<file path="config.mk">
export PLATFORM = sky130hd
export DESIGN_NAME = touch_keypad_vote_decoder_core
export DESIGN_NICKNAME = d
export VERILOG_FILES = /design/src/sv/tkvd_pkg.sv /design/src/sv/tkvd_front.sv /design/src/sv/tkvd_queue.sv /design/src/sv/tkvd_back.sv /design/src/sv/touch_keypad_vote_decoder_core.sv
export SDC_FILE = /design/constraint.sdc
export NUM_CORES = 1
export LEC_CHECK = 0
export CORE_MARGIN = 1.5
export CORE_UTILIZATION = 45
export DETAILED_ROUTE_END_ITERATION = 7
export DONT_BUFFER_PORTS = 1
export SLEW_MARGIN = 20
export SYNTH_ARGS = -nofsm -noshare
export SYNTH_HDL_FRONTEND = slang
export SYNTH_HIERARCHICAL = 1
export SYNTH_SLANG_ARGS = --single-unit
</file>
<file path="constraint.sdc">
create_clock -name aclk -period 9.6 [get_ports aclk]
set_input_delay 0.96 -clock aclk [delete_from_list [all_inputs] [get_ports aclk]]
set_output_delay 0.96 -clock aclk [all_outputs]
set_load 0.01 [all_outputs]
</file>
<file path="src/sv/tkvd_pkg.sv">
package tkvd_pkg;

    // Keypad geometry.
    localparam int KEY_ROWS   = 6;
    localparam int KEY_COLS   = 7;
    localparam int BTN_W      = 60;
    localparam int BTN_H      = 50;
    localparam int BTN_GAP    = 3;
    localparam int PART_GAP   = 36;
    localparam int TOP_ORIGIN = 2;

    // Widths fixed by the field and register definitions.
    localparam int COORD_W  = 10;
    localparam int EDGE_W   = 11;
    localparam int MARGIN_W = 5;
    localparam int WAIT_W   = 4;
    localparam int RCNT_W   = 5;
    localparam int POS_W    = 3;
    localparam int CODE_W   = 7;
    localparam int CFG_W    = 5;

    // Saturation point of the release counter.
    localparam logic [RCNT_W-1:0] RCNT_MAX = '1;

    // Configuration register indexes.
    localparam logic REG_EDGE_MARGIN  = 1'b0;
    localparam logic REG_RELEASE_WAIT = 1'b1;

    // Reset values of the configuration registers.
    localparam logic [MARGIN_W-1:0] EDGE_MARGIN_RST  = 5'd8;
    localparam logic [WAIT_W-1:0]   RELEASE_WAIT_RST = 4'd4;

    // Result event codes.
    localparam logic EV_PRESSED  = 1'b0;
    localparam logic EV_RELEASED = 1'b1;

    // Classified touch beat passed from the front end to the back end.
    typedef struct packed {
        logic             hit;
        logic [POS_W-1:0] row;
        logic [POS_W-1:0] col;
    } tok_t;

    typedef enum logic [1:0] {
        BK_IDLE,
        BK_TALLY,
        BK_OUT
    } back_state_t;

    // Left edge of a button column.
    function automatic logic [EDGE_W-1:0] col_left(input int c);
        int v;
        v = BTN_GAP + c * (BTN_W + BTN_GAP) + ((c > 2) ? PART_GAP : 0);
        return EDGE_W'(v);
    endfunction

    // Top edge of a button row.
    function automatic logic [EDGE_W-1:0] row_top(input int r);
        int v;
        v = TOP_ORIGIN + r * (BTN_H + BTN_GAP);
        return EDGE_W'(v);
    endfunction

    // ASCII label of a button; zero where no button exists.
    function automatic logic [CODE_W-1:0] key_label(input logic [POS_W-1:0] row,
                                                    input logic [POS_W-1:0] col);
        logic [CODE_W-1:0] lbl;
        case ({row, col})
            6'o00:   lbl = 7'h31;
            6'o01:   lbl = 7'h32;
            6'o02:   lbl = 7'h33;
            6'o10:   lbl = 7'h34;
            6'o11:   lbl = 7'h35;
            6'o12:   lbl = 7'h36;
            6'o20:   lbl = 7'h37;
            6'o21:   lbl = 7'h38;
            6'o22:   lbl = 7'h39;
            6'o30:   lbl = 7'h23;
            6'o31:   lbl = 7'h30;
            6'o32:   lbl = 7'h20;
            6'o40:   lbl = 7'h2B;
            6'o41:   lbl = 7'h2D;
            6'o42:   lbl = 7'h64;
            6'o50:   lbl = 7'h2A;
            6'o51:   lbl = 7'h2F;
            6'o52:   lbl = 7'h72;
            6'o53:   lbl = 7'h65;
            6'o54:   lbl = 7'h70;
            6'o55:   lbl = 7'h50;
            6'o56:   lbl = 7'h43;
            default: lbl = '0;
        endcase
        return lbl;
    endfunction

endpackage

</file>
<file path="src/sv/tkvd_front.sv">
module tkvd_front (
    input  logic                               in_valid,
    output logic                               in_ready,
    input  logic                               pressed,
    input  logic [tkvd_pkg::COORD_W-1:0]       touch_x,
    input  logic [tkvd_pkg::COORD_W-1:0]       touch_y,
    input  logic [tkvd_pkg::MARGIN_W-1:0]      edge_margin,
    output logic                               push_valid,
    input  logic                               push_ready,
    output tkvd_pkg::tok_t                     push_tok
);

    logic [tkvd_pkg::EDGE_W-1:0] x_ext;
    logic [tkvd_pkg::EDGE_W-1:0] y_ext;
    logic [tkvd_pkg::EDGE_W-1:0] margin_ext;
    logic [tkvd_pkg::KEY_ROWS-1:0] row_ok;
    logic [tkvd_pkg::KEY_COLS-1:0] col_ok;
    logic hit;
    logic [tkvd_pkg::POS_W-1:0] hit_row;
    logic [tkvd_pkg::POS_W-1:0] hit_col;

    assign x_ext      = {{(tkvd_pkg::EDGE_W - tkvd_pkg::COORD_W){1'b0}}, touch_x};
    assign y_ext      = {{(tkvd_pkg::EDGE_W - tkvd_pkg::COORD_W){1'b0}}, touch_y};
    assign margin_ext = {{(tkvd_pkg::EDGE_W - tkvd_pkg::MARGIN_W){1'b0}}, edge_margin};

    // Range checks of each row band and each column band.
    always_comb begin
        for (int r = 0; r < tkvd_pkg::KEY_ROWS; r++) begin
            row_ok[r] = (tkvd_pkg::row_top(r) + margin_ext <= y_ext) &&
                        (y_ext <= tkvd_pkg::row_top(r) + tkvd_pkg::EDGE_W'(tkvd_pkg::BTN_H));
        end
        for (int c = 0; c < tkvd_pkg::KEY_COLS; c++) begin
            col_ok[c] = (tkvd_pkg::col_left(c) + margin_ext <= x_ext) &&
                        (x_ext <= tkvd_pkg::col_left(c) + tkvd_pkg::EDGE_W'(tkvd_pkg::BTN_W));
        end
    end

    // The first existing button in row-major order that holds the point wins.
    always_comb begin
        hit     = 1'b0;
        hit_row = '0;
        hit_col = '0;
        for (int r = tkvd_pkg::KEY_ROWS - 1; r >= 0; r--) begin
            for (int c = tkvd_pkg::KEY_COLS - 1; c >= 0; c--) begin
                if (row_ok[r] && col_ok[c] &&
                    (tkvd_pkg::key_label(tkvd_pkg::POS_W'(r), tkvd_pkg::POS_W'(c)) != '0)) begin
                    hit     = 1'b1;
                    hit_row = tkvd_pkg::POS_W'(r);
                    hit_col = tkvd_pkg::POS_W'(c);
                end
            end
        end
    end

    // Pressed beats that miss every button are dropped here.
    assign in_ready      = push_ready;
    assign push_valid    = in_valid && (!pressed || hit);
    assign push_tok.hit  = pressed;
    assign push_tok.row  = hit_row;
    assign push_tok.col  = hit_col;

endmodule

</file>
<file path="src/sv/tkvd_queue.sv">
module tkvd_queue (
    input  logic           aclk,
    input  logic           aresetn,
    input  logic           wr_valid,
    output logic           wr_ready,
    input  tkvd_pkg::tok_t wr_data,
    output logic           rd_valid,
    input  logic           rd_ready,
    output tkvd_pkg::tok_t rd_data
);

    localparam int DEPTH = 2;
    localparam int PTR_W = $clog2(DEPTH);

    tkvd_pkg::tok_t entry_reg [DEPTH];
    logic [PTR_W-1:0] wr_ptr_reg, wr_ptr_next;
    logic [PTR_W-1:0] rd_ptr_reg, rd_ptr_next;
    logic [PTR_W:0]   fill_reg, fill_next;
    logic do_wr, do_rd;

    assign wr_ready = (fill_reg != (PTR_W + 1)'(DEPTH));
    assign rd_valid = (fill_reg != '0);
    assign rd_data  = entry_reg[rd_ptr_reg];
    assign do_wr    = wr_valid && wr_ready;
    assign do_rd    = rd_valid && rd_ready;

    // Pointer and fill bookkeeping.
    always_comb begin
        wr_ptr_next = do_wr ? wr_ptr_reg + 1'b1 : wr_ptr_reg;
        rd_ptr_next = do_rd ? rd_ptr_reg + 1'b1 : rd_ptr_reg;
        fill_next   = fill_reg;
        if (do_wr && !do_rd) begin
            fill_next = fill_reg + 1'b1;
        end else if (!do_wr && do_rd) begin
            fill_next = fill_reg - 1'b1;
        end
    end

    always_ff @(posedge aclk) begin
        if (!aresetn) begin
            wr_ptr_reg <= '0;
            rd_ptr_reg <= '0;
            fill_reg   <= '0;
        end else begin
            wr_ptr_reg <= wr_ptr_next;
            rd_ptr_reg <= rd_ptr_next;
            fill_reg   <= fill_next;
        end
    end

    // Entry storage.
    always_ff @(posedge aclk) begin
        if (do_wr) begin
            entry_reg[wr_ptr_reg] <= wr_data;
        end
    end

endmodule

</file>
<file path="src/sv/tkvd_back.sv">
module tkvd_back #(
    parameter int NUM_TRIES = 7
) (
    input  logic                            aclk,
    input  logic                            aresetn,
    input  logic [tkvd_pkg::WAIT_W-1:0]     release_wait,
    input  logic                            tok_valid,
    output logic                            tok_ready,
    input  tkvd_pkg::tok_t                  tok,
    output logic                            out_valid,
    input  logic                            out_ready,
    output logic                            event_res,
    output logic [tkvd_pkg::CODE_W-1:0]     key_code,
    output logic [tkvd_pkg::POS_W-1:0]      key_row,
    output logic [tkvd_pkg::POS_W-1:0]      key_col
);

    localparam int IDX_W = $clog2(NUM_TRIES);
    localparam int CNT_W = $clog2(NUM_TRIES + 1);
    localparam int KEY_W = 2 * tkvd_pkg::POS_W;

    tkvd_pkg::back_state_t state_reg, state_next;

    logic [KEY_W-1:0]  sample_reg [NUM_TRIES];
    logic              phase_reg, phase_next;
    logic [CNT_W-1:0]  sample_cnt_reg, sample_cnt_next;
    logic [tkvd_pkg::RCNT_W-1:0] rel_cnt_reg, rel_cnt_next;
    logic [KEY_W-1:0]  chosen_reg, chosen_next;
    logic [IDX_W-1:0]  tally_idx_reg, tally_idx_next;
    logic [CNT_W-1:0]  best_cnt_reg, best_cnt_next;
    logic [KEY_W-1:0]  best_key_reg, best_key_next;
    logic              tie_reg, tie_next;
    logic              ev_reg, ev_next;
    logic [KEY_W-1:0]  out_key_reg, out_key_next;
    logic [tkvd_pkg::CODE_W-1:0] out_code_reg, out_code_next;

    logic pop;
    logic store_vote;
    logic set_full;
    logic [tkvd_pkg::RCNT_W-1:0] rel_inc;
    logic release_done;
    logic [KEY_W-1:0] cur_key;
    logic [NUM_TRIES-1:0] match_vec;
    logic first_seen;
    logic [CNT_W-1:0] cur_cnt;
    logic [CNT_W-1:0] step_best_cnt;
    logic [KEY_W-1:0] step_best_key;
    logic step_tie;
    logic tally_last;

    assign tok_ready = (state_reg == tkvd_pkg::BK_IDLE);
    assign pop       = tok_valid && tok_ready;

    // Release counting while waiting for the finger to lift.
    assign rel_inc      = (rel_cnt_reg == tkvd_pkg::RCNT_MAX) ? rel_cnt_reg : rel_cnt_reg + 1'b1;
    assign release_done = (rel_inc >= ({1'b0, release_wait} + 1'b1));

    // Vote collection.
    assign store_vote = pop && !phase_reg && tok.hit;
    assign set_full   = (sample_cnt_reg == CNT_W'(NUM_TRIES - 1));

    // One stored vote is tallied per cycle: its count and whether it is a first occurrence.
    assign cur_key = sample_reg[tally_idx_reg];
    always_comb begin
        first_seen = 1'b1;
        for (int j = 0; j < NUM_TRIES; j++) begin
            match_vec[j] = (sample_reg[j] == cur_key);
            if ((IDX_W'(j) < tally_idx_reg) && match_vec[j]) begin
                first_seen = 1'b0;
            end
        end
    end
    assign cur_cnt    = CNT_W'($countones(match_vec));
    assign tally_last = (tally_idx_reg == IDX_W'(NUM_TRIES - 1));

    // Running best count; an equal count marks a tie until a higher one appears.
    always_comb begin
        step_best_cnt = best_cnt_reg;
        step_best_key = best_key_reg;
        step_tie      = tie_reg;
        if (first_seen) begin
            if (cur_cnt > best_cnt_reg) begin
                step_best_cnt = cur_cnt;
                step_best_key = cur_key;
                step_tie      = 1'b0;
            end else if (cur_cnt == best_cnt_reg) begin
                step_tie = 1'b1;
            end
        end
    end

    // Next state.
    always_comb begin
        state_next = state_reg;
        case (state_reg)
            tkvd_pkg::BK_IDLE: begin
                if (pop) begin
                    if (phase_reg && !tok.hit && release_done) begin
                        state_next = tkvd_pkg::BK_OUT;
                    end else if (store_vote && set_full) begin
                        state_next = tkvd_pkg::BK_TALLY;
                    end
                end
            end
            tkvd_pkg::BK_TALLY: begin
                if (tally_last) begin
                    state_next = step_tie ? tkvd_pkg::BK_IDLE : tkvd_pkg::BK_OUT;
                end
            end
            tkvd_pkg::BK_OUT: begin
                if (out_ready) begin
                    state_next = tkvd_pkg::BK_IDLE;
                end
            end
            default: state_next = tkvd_pkg::BK_IDLE;
        endcase
    end

    // Datapath updates per state.
    always_comb begin
        phase_next      = phase_reg;
        sample_cnt_next = sample_cnt_reg;
        rel_cnt_next    = rel_cnt_reg;
        chosen_next     = chosen_reg;
        tally_idx_next  = tally_idx_reg;
        best_cnt_next   = best_cnt_reg;
        best_key_next   = best_key_reg;
        tie_next        = tie_reg;
        ev_next         = ev_reg;
        out_key_next    = out_key_reg;
        out_code_next   = out_code_reg;
        case (state_reg)
            tkvd_pkg::BK_IDLE: begin
                if (pop && phase_reg && !tok.hit) begin
                    if (release_done) begin
                        phase_next      = 1'b0;
                        sample_cnt_next = '0;
                        rel_cnt_next    = '0;
                        ev_next         = tkvd_pkg::EV_RELEASED;
                        out_key_next    = chosen_reg;
                        out_code_next   = tkvd_pkg::key_label(chosen_reg[KEY_W-1 -: tkvd_pkg::POS_W],
                                                              chosen_reg[tkvd_pkg::POS_W-1:0]);
                    end else begin
                        rel_cnt_next = rel_inc;
                    end
                end else if (store_vote) begin
                    sample_cnt_next = sample_cnt_reg + 1'b1;
                    tally_idx_next  = '0;
                    best_cnt_next   = '0;
                    best_key_next   = '0;
                    tie_next        = 1'b0;
                end
            end
            tkvd_pkg::BK_TALLY: begin
                best_cnt_next  = step_best_cnt;
                best_key_next  = step_best_key;
                tie_next       = step_tie;
                tally_idx_next = tally_idx_reg + 1'b1;
                if (tally_last) begin
                    sample_cnt_next = '0;
                    if (!step_tie) begin
                        chosen_next   = step_best_key;
                        phase_next    = 1'b1;
                        rel_cnt_next  = '0;
                        ev_next       = tkvd_pkg::EV_PRESSED;
                        out_key_next  = step_best_key;
                        out_code_next = tkvd_pkg::key_label(step_best_key[KEY_W-1 -: tkvd_pkg::POS_W],
                                                            step_best_key[tkvd_pkg::POS_W-1:0]);
                    end
                end
            end
            default: begin
            end
        endcase
    end

    // Control registers.
    always_ff @(posedge aclk) begin
        if (!aresetn) begin
            state_reg      <= tkvd_pkg::BK_IDLE;
            phase_reg      <= 1'b0;
            sample_cnt_reg <= '0;
            rel_cnt_reg    <= '0;
            chosen_reg     <= '0;
            tally_idx_reg  <= '0;
            best_cnt_reg   <= '0;
            tie_reg        <= 1'b0;
        end else begin
            state_reg      <= state_next;
            phase_reg      <= phase_next;
            sample_cnt_reg <= sample_cnt_next;
            rel_cnt_reg    <= rel_cnt_next;
            chosen_reg     <= chosen_next;
            tally_idx_reg  <= tally_idx_next;
            best_cnt_reg   <= best_cnt_next;
            tie_reg        <= tie_next;
        end
    end

    // Payload registers and vote storage.
    always_ff @(posedge aclk) begin
        best_key_reg <= best_key_next;
        ev_reg       <= ev_next;
        out_key_reg  <= out_key_next;
        out_code_reg <= out_code_next;
        if (store_vote) begin
            sample_reg[sample_cnt_reg[IDX_W-1:0]] <= {tok.row, tok.col};
        end
    end

    assign out_valid = (state_reg == tkvd_pkg::BK_OUT);
    assign event_res = ev_reg;
    assign key_code  = out_code_reg;
    assign key_row   = out_key_reg[KEY_W-1 -: tkvd_pkg::POS_W];
    assign key_col   = out_key_reg[tkvd_pkg::POS_W-1:0];

endmodule

</file>
<file path="src/sv/touch_keypad_vote_decoder_core.sv">
// Channel   | Direction | Handshake         | Payload
// s_        | in        | s_valid / s_ready | s_pressed, s_touch_x, s_touch_y
// m_        | out       | m_valid / m_ready | m_event_res, m_key_code, m_key_row, m_key_col
// cfg_      | in        | cfg_wr_en         | cfg_index, cfg_wdata
//
// A beat is classified by the hit test in the cycle it is accepted and lands in a
// two-entry queue. The back end takes one queued beat per cycle when idle; the beat
// that completes a vote set starts a tally, one stored vote per cycle.
// A result waits in the output register until taken; the queue keeps accepting
// beats meanwhile and s_ready drops only when it is full.
// Synchronous active-low reset clears all control state and loads register defaults.
module touch_keypad_vote_decoder_core #(
    parameter int NUM_TRIES = 7
) (
    input  logic                             aclk,
    input  logic                             aresetn,
    input  logic                             s_valid,
    output logic                             s_ready,
    input  logic                             s_pressed,
    input  logic [tkvd_pkg::COORD_W-1:0]     s_touch_x,
    input  logic [tkvd_pkg::COORD_W-1:0]     s_touch_y,
    output logic                             m_valid,
    input  logic                             m_ready,
    output logic                             m_event_res,
    output logic [tkvd_pkg::CODE_W-1:0]      m_key_code,
    output logic [tkvd_pkg::POS_W-1:0]       m_key_row,
    output logic [tkvd_pkg::POS_W-1:0]       m_key_col,
    input  logic                             cfg_wr_en,
    input  logic                             cfg_index,
    input  logic [tkvd_pkg::CFG_W-1:0]       cfg_wdata
);

    logic [tkvd_pkg::MARGIN_W-1:0] edge_margin_reg;
    logic [tkvd_pkg::WAIT_W-1:0]   release_wait_reg;
    logic           push_valid, push_ready;
    tkvd_pkg::tok_t push_tok;
    logic           pop_valid, pop_ready;
    tkvd_pkg::tok_t pop_tok;

    // Configuration registers.
    always_ff @(posedge aclk) begin
        if (!aresetn) begin
            edge_margin_reg  <= tkvd_pkg::EDGE_MARGIN_RST;
            release_wait_reg <= tkvd_pkg::RELEASE_WAIT_RST;
        end else if (cfg_wr_en) begin
            case (cfg_index)
                tkvd_pkg::REG_EDGE_MARGIN:  edge_margin_reg  <= cfg_wdata[tkvd_pkg::MARGIN_W-1:0];
                tkvd_pkg::REG_RELEASE_WAIT: release_wait_reg <= cfg_wdata[tkvd_pkg::WAIT_W-1:0];
                default: begin
                end
            endcase
        end
    end

    tkvd_front u_front (
        .in_valid    (s_valid),
        .in_ready    (s_ready),
        .pressed     (s_pressed),
        .touch_x     (s_touch_x),
        .touch_y     (s_touch_y),
        .edge_margin (edge_margin_reg),
        .push_valid  (push_valid),
        .push_ready  (push_ready),
        .push_tok    (push_tok)
    );

    tkvd_queue u_queue (
        .aclk     (aclk),
        .aresetn  (aresetn),
        .wr_valid (push_valid),
        .wr_ready (push_ready),
        .wr_data  (push_tok),
        .rd_valid (pop_valid),
        .rd_ready (pop_ready),
        .rd_data  (pop_tok)
    );

    tkvd_back #(
        .NUM_TRIES (NUM_TRIES)
    ) u_back (
        .aclk         (aclk),
        .aresetn      (aresetn),
        .release_wait (release_wait_reg),
        .tok_valid    (pop_valid),
        .tok_ready    (pop_ready),
        .tok          (pop_tok),
        .out_valid    (m_valid),
        .out_ready    (m_ready),
        .event_res    (m_event_res),
        .key_code     (m_key_code),
        .key_row      (m_key_row),
        .key_col      (m_key_col)
    );

endmodule
</file>
# After elaboration in Yosys (flattened, before gate mapping)
# Memories as Yosys holds them, arrays and structs flattened. A register that Yosys moved wholly into a read port is not among the register bits.
# Cells that the tools add are included.
# totals
latchBits,0
reg_bits,57
ram_bits,56
mem_count,4
elab_cells,325
output_inout_bits,16
in_bits,32
romBits,896
# classes
shift,0
magnitude_cmp,35
muxes,140
multipliers,0
reduce_logical,73
bitwise,2
add_sub_neg,27
eq_ne,27
n_div,0
# memory_table
memory,depth,word_bits,read_ports,rd_clocked_by_memory_dff,wr,line_no,rtl
(name not given),64,7,1,1,0,tkvd_pkg.sv:68,"case ({row, col})"
(name not given),64,7,1,0,0,tkvd_pkg.sv:68,
u_back.sample_reg,7,6,8,1,1,tkvd_back.sv:24,logic [KEY_W-1:0] sample_reg [NUM_TRIES];
u_queue.entry_reg,2,7,1,1,1,tkvd_queue.sv:15,tkvd_pkg::tok_t entry_reg [DEPTH];
# op_table
op,n
2-to-1 mux 3 bit,54
less-or-equal comparator 11 x 10 -> 1 bit,13
"less-or-equal comparator 10 x 9 -> 1 bit, second input constant",6
2-to-1 mux 6 bit,10
logical AND 1 bit,54
2-to-1 mux 1 bit,48
== test 6 bit,7
"adder 9 x 5 -> 10 bit, first input constant",4
"adder 8 x 5 -> 9 bit, first input constant",4
"less-or-equal comparator 10 x 8 -> 1 bit, second input constant",3
2-to-1 mux 7 bit,4
2-to-1 mux 5 bit,5
one-hot mux 6 bit (2 select lines),2
"less-or-equal comparator 10 x 6 -> 1 bit, second input constant",2
"less-or-equal comparator 10 x 7 -> 1 bit, second input constant",2
one-hot mux 3 bit (2 select lines),3
"adder 7 x 5 -> 8 bit, first input constant",2
2-to-1 mux 2 bit,8
"!= test 2 bit, second input constant",7
one-hot mux 7 bit (2 select lines),1
"adder 2 x 5 -> 6 bit, first input constant",2
AND reduction 4 bit,3
one-hot mux 5 bit (2 select lines),1
AND reduction 5 bit,2
other kinds (31),57

# Logic depth before layout (Yosys ltp)
# Gate-level depths: netlist (run 1).
# depth
ltp_word,33
ltp_mapped,32
ltp_nobuf,29

# Modules after synthesis
# Netlist (run 1), hierarchy kept.
# by_module_without_submodules
mod,cells_per_inst,seq_area_each_um2,instances,area_per_inst_um2
tkvd_back,609,2722.6,1,6319.8
tkvd_front,372,0.0,1,2797.7
tkvd_queue,46,520.5,1,747.0
touch_keypad_vote_decoder_core,38,180.2,1,369.1

# Least setup slack after synthesis (run 1)
# Ideal clock, no wire load.
# synth_path
kind,register -> register
from,register with a tool-made name
to,register with a tool-made name
period_less_slack_ps,6666
path_stages_with_launch,31
required_ps,9478
n_path_buf,3
slack_ps,2934
t_arrival_ps,6544
setup_ps,122
path_cell_list,dfxtp_1 -> buf_6 -> buf_6 -> mux2_4 -> o22ai_2 -> nor3_1 -> nand4b_1 -> or4_4 -> fa_1 -> fa_1 -> inv_1 -> fa_1 -> inv_1 -> fa_1 -> inv_1 -> ha_1 -> a21o_1 -> a21oi_1 -> a31oi_1 -> o211ai_2 -> nor2_4 -> buf_6 -> mux2i_2 -> inv_2 -> mux2i_1 -> nor2_1 -> inv_1 -> ha_1 -> or3b_1 -> nand2b_1 -> a311o_1

==> results.json, run 1 <==
{
  "final_common_cell": "ha_1",
  "final_cell_mix": "103 x ha_1, 82 x edfxtp_1, 77 x inv_1, 74 x nor2_1, 70 x nand2_1",
  "cts.sinks": 130,
  "status": "complete, no violations",
  "worst_pin_slew_ns": 0.912,
  "yosysWarnings": 6,
  "grt_pass1_wl_um": 40400,
  "postCtsHoldBufs": 0,
  "fmax_ghz": 0.133,
  "grt_use_met1": 0.274,
  "cp_max_fo": 21,
  "cts_resized": 0,
  "multi_input_area_um2": 6300,
  "start_util": 0.463,
  "routedWlPerCell_um": 18.7,
  "gp_congestion": 0.916,
  "finalSetupViolCount": 0,
  "cts_htree_levels": 4,
  "slew_violations": 0,
  "p_total_mw": 1.88,
  "dp_cells": 1319,
  "irDropWorstVdd_v": 0.000125,
  "hpwl_um": 19600,
  "fin_nets": 1197,
  "via_per_inst": 5.92,
  "use_met2": 0.378,
  "area_growth_pct": 7.47,
  "clk_pin_slew_ns": 0.06,
  "ant_nets": 0,
  "busiest_layer": "met2",
  "cts_tree": "built",
  "async_flop_share": 0,
  "cp_slowest_stage_delay_ns": 0.73,
  "drt_wl_total_um": 25300,
  "clock_latency_ns": 0.42,
  "rr_worst_depth": 28,
  "drc": 0,
  "grt_use_total": 0.217,
  "avgSynthCellArea_um2": 9.61,
  "timing.final.crit_share": 0.781,
  "worst-endpoint-required_ns": 9.91,
  "cts_made_buffers": 17,
  "timing.setup.tns_ns": 0,
  "worstSetupEndpointType": "flip-flop",
  "synthFlopType": "edfxtp_1",
  "drive_above_1_share": 0.110,
  "cts-root-buf": "clkbuf_16",
  "p_leak_nw": 4.26,
  "postCtsSetupBuffers": 0,
  "worst_hold_slack_ns": 0.453,
  "grt_overflow": 0,
  "hold_path_class": "reg -> reg",
  "grt_start_max_net_pins": 42,
  "start_kind": "flip-flop",
  "rsz0062_at_grt": "false",
  "num_io_pins": 48,
  "syn_nets": 1204,
  "dr.pass1.iters": 5,
  "grt_pass1_vias": 7657,
  "relSlewSlack": 0.392,
  "yosys.cell_types.count": 115,
  "grt_util_met3": 0.0347,
  "drt_iter0_drc": 538,
  "portBuffers": 0,
  "antenna_cells": 0,
  "cts_buffer_depth": 2,
  "critPathKind": "reg -> reg",
  "core_area_um2": 22100,
  "hold_viol_final": 0,
  "antenna_found_initial": 0,
  "seqCellArea_um2": 3420,
  "via_count": 8001,
  "dieArea_um2": 23700,
  "num-fill-cells": 2025,
  "largest_reg_flops": 48,
  "instances_no_fill": 1351,
  "clock_skew_ns": 0.00914,
  "syn-cell-area_um2": 10200,
  "die_width_um": 154,
  "synth_seq_cells": 130,
  "rows": 54,
  "hold_path_depth": 2,
  "yosysSeqAreaShare": 0.335,
  "power_density_nw_per_um2": 171,
  "cap_violations": 0,
  "fp.dieH_um": 154,
  "synthCells": 1065,
  "cp.arrival_ns": 7.81,
  "synth-edff-count": 82,
  "period_needed_ns": 7.50,
  "cpMaxStageDelayCell": "dfxtp_2"
}
==> per-stage QoR <==
step                      setup slack (ns)  cell area (um2)   util
after detailed placement              1.74            10400  0.471
after floorplan                       2.93            10200      -
after CTS                             1.72            11000  0.498
after global routing                  1.54            11000  0.498
final                                 2.10            11000  0.498
after global placement                1.86            10400  0.471
==> cells in the mapped netlist (9+ instances only) <==
library cell	number	area [um2]
nand3_1	27	135
nor3_1	26	130
a21o_1	22	165
dfxtp_1	48	961
o21ai_0	51	255
nor2b_1	15	93.8
xnor2_1	31	272
a21oi_1	46	230
clkbuf_1	13	48.8
and2_1	11	68.8
o211ai_1	11	82.6
a31oi_1	10	62.6
nand4_1	13	81.3
a22oi_1	9	67.6
mux2i_1	29	290
or3_1	14	87.6
edfxtp_1	82	2460
and3_1	12	75.1
xor2_1	12	105
nand2_1	70	263
nand2b_1	12	75.1
o21ai_1	11	55.1
mux2_2	12	135
nor2_1	74	278
ha_1	103	1290
inv_1	77	289
==> per-layer routing <==
layer  vias to the layer above  wire length [um]
li1                       3969                 -
met1                      3784             11200
met2                       210             12500
met3                        38              1090
met4                         0               484
met5                         -                 0
==> critical path: cells and delay by family, from the launching register on <==
kind | cells | cell delay [ns]
adder cells (fa/ha/maj) | 6 | 2.22
flip-flops | 1 | 0.73
AO/OA/AOI/OAI | 6 | 1.34
buffers and inverters | 6 | 0.68
XOR/XNOR | 1 | 0.08
multiplexers | 3 | 0.66
AND/OR/NAND/NOR | 6 | 1.70
==> path summary, 6_finish.rpt <==
path	slack (ns)	from	end
worst max register to register	2.10	flip-flop	flip-flop
worst min-delay path	0.45	u_back/best_cnt_reg[2]	u_back/best_cnt_reg[2]
worst min register to register	0.45	u_back/best_cnt_reg[2]	u_back/best_cnt_reg[2]
worst max-delay path	2.10	flip-flop	flip-flop
==> logic make-up after synthesis <==
logic type / synth area share
XOR/XNOR: 0.0368
adder cells (fa/ha/maj): 0.134
AO/OA/AOI/OAI: 0.199
buffers and inverters: 0.0507
AND/OR/NAND/NOR: 0.185
flip-flops: 0.335
multiplexers: 0.0597
==> report_power, final <==
group | switching, mW | internal [mW] | leakage [nW]
Combinational | 0.348 | 0.227 | 2.82
Sequential | 0.0316 | 0.645 | 1.14
Clock | 0.245 | 0.384 | 0.297
==> final cells by class <==
class                      count  area share
clock inverter                10     0.00603
inverter                      80      0.0278
tap                          280      0.0319
multi-input combinational    824       0.572
timing repair buffer           5     0.00341
sequential                   130       0.311
clock buffer                  22      0.0471
Power figures use the tool's default switching activity.
==> run 2: changes to the inputs <==
--- a/config.mk
+++ b/config.mk
@@ -5,6 +5,7 @@
 export SDC_FILE = /design/constraint.sdc
 export NUM_CORES = 1
 export LEC_CHECK = 0
+export ABC_AREA = 1
 export CORE_MARGIN = 1.5
 export CORE_UTILIZATION = 45
 export DETAILED_ROUTE_END_ITERATION = 7
==> constraint.sdc (replaced) <==
create_clock -name aclk -period 6.6 [get_ports aclk]
set_input_delay 0.66 -clock aclk [delete_from_list [all_inputs] [get_ports aclk]]
set_output_delay 0.66 -clock aclk [all_outputs]
set_load 0.01 [all_outputs]
==> results.json, run 2 <==
{
  "final_cell_mix": "403 x nand2_1, 210 x inv_1, 143 x nand3_1, 119 x nor2_1, 103 x ha_1",
  "hp-start": "aresetn",
  "start_kind": "flip-flop",
  "area_growth_pct": 8.22,
  "synthFlopType": "edfxtp_1",
  "cp_num_buf_inv": 6,
  "drc": 0,
  "core_area_um2": 23300,
  "hpwl_um": 21100,
  "clock_latency_ns": 0.42,
  "num-fill-cells": 2317,
  "worst_pin_slew_ns": 1.05,
  "grt_pass1_wl_um": 44000,
  "clock_skew_ns": 0.0163,
  "grt_pass1_vias": 8723,
  "cts_tree": "built",
  "hold_viol_final": 0,
  "combPwrFrac": 0.363,
  "yosys-top-cells-count": "403 x nand2_1, 210 x inv_1, 143 x nand3_1",
  "synthCells": 1466,
  "cts.sinks": 130,
  "irDropWorstVdd_v": 0.000188,
  "via_count": 9349,
  "final_common_cell": "nand2_1",
  "syn_nets": 1605,
  "postCtsHoldBufs": 0,
  "fin_ws_ns": 0.555,
  "finalSetupViolCount": 0,
  "fmax_ghz": 0.165,
  "power_density_nw_per_um2": 265,
  "fin_nets": 1609,
  "timing.final.crit_share": 0.916,
  "slew_violations": 0,
  "worstSetupEndpointType": "flip-flop",
  "antenna_cells": 0,
  "gp_congestion": 0.938,
  "period_needed_ns": 6.05,
  "drive_above_1_share": 0.0978,
  "p_switching_mw": 1.19,
  "cp.arrival_ns": 6.31,
  "post-place-ws_ns": 0.542,
  "syn-cell-area_um2": 10600,
  "cap_violations": 0,
  "dr.pass1.iters": 5,
  "num_io_pins": 48,
  "cts_made_buffers": 17,
  "synth_seq_cells": 130,
  "seqPwrFrac": 0.335,
  "multi_input_area_um2": 6150,
  "start_util": 0.455,
  "grt_use_total": 0.229,
  "ant_nets": 0,
  "synth-edff-count": 82,
  "status": "complete, no violations",
  "synth_area_leader_cell": "edfxtp_1",
  "grt_start_max_net_pins": 25,
  "worst-endpoint-required_ns": 6.86,
  "avgSynthCellArea_um2": 7.25,
  "async_flop_share": 0,
  "yosys.cell_count.top_type": "nand2_1",
  "portBuffers": 0,
  "ys_top_cells_by_area": "edfxtp_1 23%, nand2_1 14%, ha_1 12%",
  "clockPowerShare": 0.301,
  "fin_util": 0.493,
  "drt_wl_total_um": 27100,
  "critPathKind": "reg -> reg",
  "routedWlPerCell_um": 15.0,
  "p_leak_nw": 5.50,
  "rsz0062_at_grt": "false",
  "postCtsSetupBuffers": 0,
  "die_width_um": 157,
  "timing.setup.tns_ns": 0,
  "yosysSeqAreaShare": 0.322,
  "rows": 56,
  "intPower_mw": 1.85,
  "clk_pin_slew_ns": 0.07,
  "grt_overflow": 0,
  "yosysWarnings": 6,
  "cts-root-buf": "clkbuf_16",
  "p_total_mw": 3.04,
  "switching_share": 0.391,
  "hold_path_class": "in -> reg",
  "yosys.cell_types.count": 53,
  "via_per_inst": 5.19,
  "antenna_found_initial": 0,
  "dieArea_um2": 24500,
  "critPathTopFamily": "adder cells",
  "synth.top_cell.area_share": 0.232,
  "cp_max_fo": 12,
  "seqCellArea_um2": 3420,
  "relSlewSlack": 0.295,
  "cts_htree_levels": 4,
  "cts_buffer_depth": 2,
  "cp_common_cell": "nand2_1",
  "cp_slowest_stage_delay_ns": 0.51,
  "fp.dieH_um": 157,
  "drt_iter0_drc": 613,
  "largest_reg_flops": 48,
  "cpMaxStageDelayCell": "fa_1"
}
==> run 2: changes by cell type after synthesis, moves of 19 or more <==
cell	change
nand3_2	+19
a21o_1	-21
inv_1	+133
mux2i_1	-29
nand2_1	+333
xnor2_1	-28
nor2_1	+45
a21oi_1	+23
nand3_1	+116
==> run 2: worst paths after layout <==
path                           end  slack (ns)  cells past startpoint
max reg2reg     u_back/key_code[1]        0.55                     33
max             u_back/key_code[1]        0.55                     33
min            release_wait_reg[2]        0.33                      1
min reg2reg  u_back/rel_cnt_reg[4]        0.47                      2
==> run 2: cell type report <==
class | instances | share of cell area
clock buffer | 18 | 0.0373
timing repair buffer | 9 | 0.00588
tap | 319 | 0.0347
sequential | 130 | 0.298
inverter | 233 | 0.0770
clock inverter | 14 | 0.0123
multi-input combinational | 1079 | 0.535
==> run 2: what timing repair did <==
| item | 4_1_cts | 5_1_grt |
|---|---|---|
| endpoints found under the setup margin | 0 | 4 |
| gates resized for setup | 0 | 1 |
| endpoints found under the hold margin | 0 | 0 |
==> run 2: kinds of logic after synthesis <==
kind of cell	count (synthesis)	share of synthesized area
multiplexers	8	0.00848
adder cells (fa/ha/maj)	107	0.129
AO/OA/AOI/OAI	164	0.0917
buffers and inverters	257	0.0998
XOR/XNOR	24	0.0198
flip-flops	130	0.322
AND/OR/NAND/NOR	776	0.329
==> run 2: through the flow <==
step / hold slack [ns] / instance area, um2 / cells
after floorplan: 0.438 / 10600 / 1466
after global placement: 0.456 / 10900 / 1770
after detailed placement: 0.456 / 10900 / 1770
after CTS: 0.309 / 11500 / 1802
after global routing: 0.307 / 11500 / 1802
final: 0.326 / 11500 / 1802
==> run 2: per-layer routing <==
metal | up-vias | GRT usage | share of wire
met5 | - | 0 | 0
met4 | 0 | 0.0540 | 0.013
met3 | 30 | 0.0479 | 0.064
met2 | 290 | 0.380 | 0.46
met1 | 4227 | 0.305 | 0.46
li1 | 4802 | - | -
==> run 2: power groups by stage <==
stage	sequential (mW)	clock (mW)	combinational, mW
2_1_floorplan	1.01	0	0.879
3_3_place_gp	1.04	0	1.08
3_5_place_dp	1.04	0	1.08
4_1_cts	1.02	0.939	1.09
5_1_grt	1.03	0.971	1.26
6_report	1.02	0.916	1.11
==> run 2: worst register-to-register path: cells and delay by family, from the launching register on <==
family | cells | cell delay (ns)
fa+ha+maj | 6 | 2.28
flops | 1 | 0.42
buf+inv | 6 | 0.73
compound gates | 4 | 0.60
simple gates | 17 | 1.86
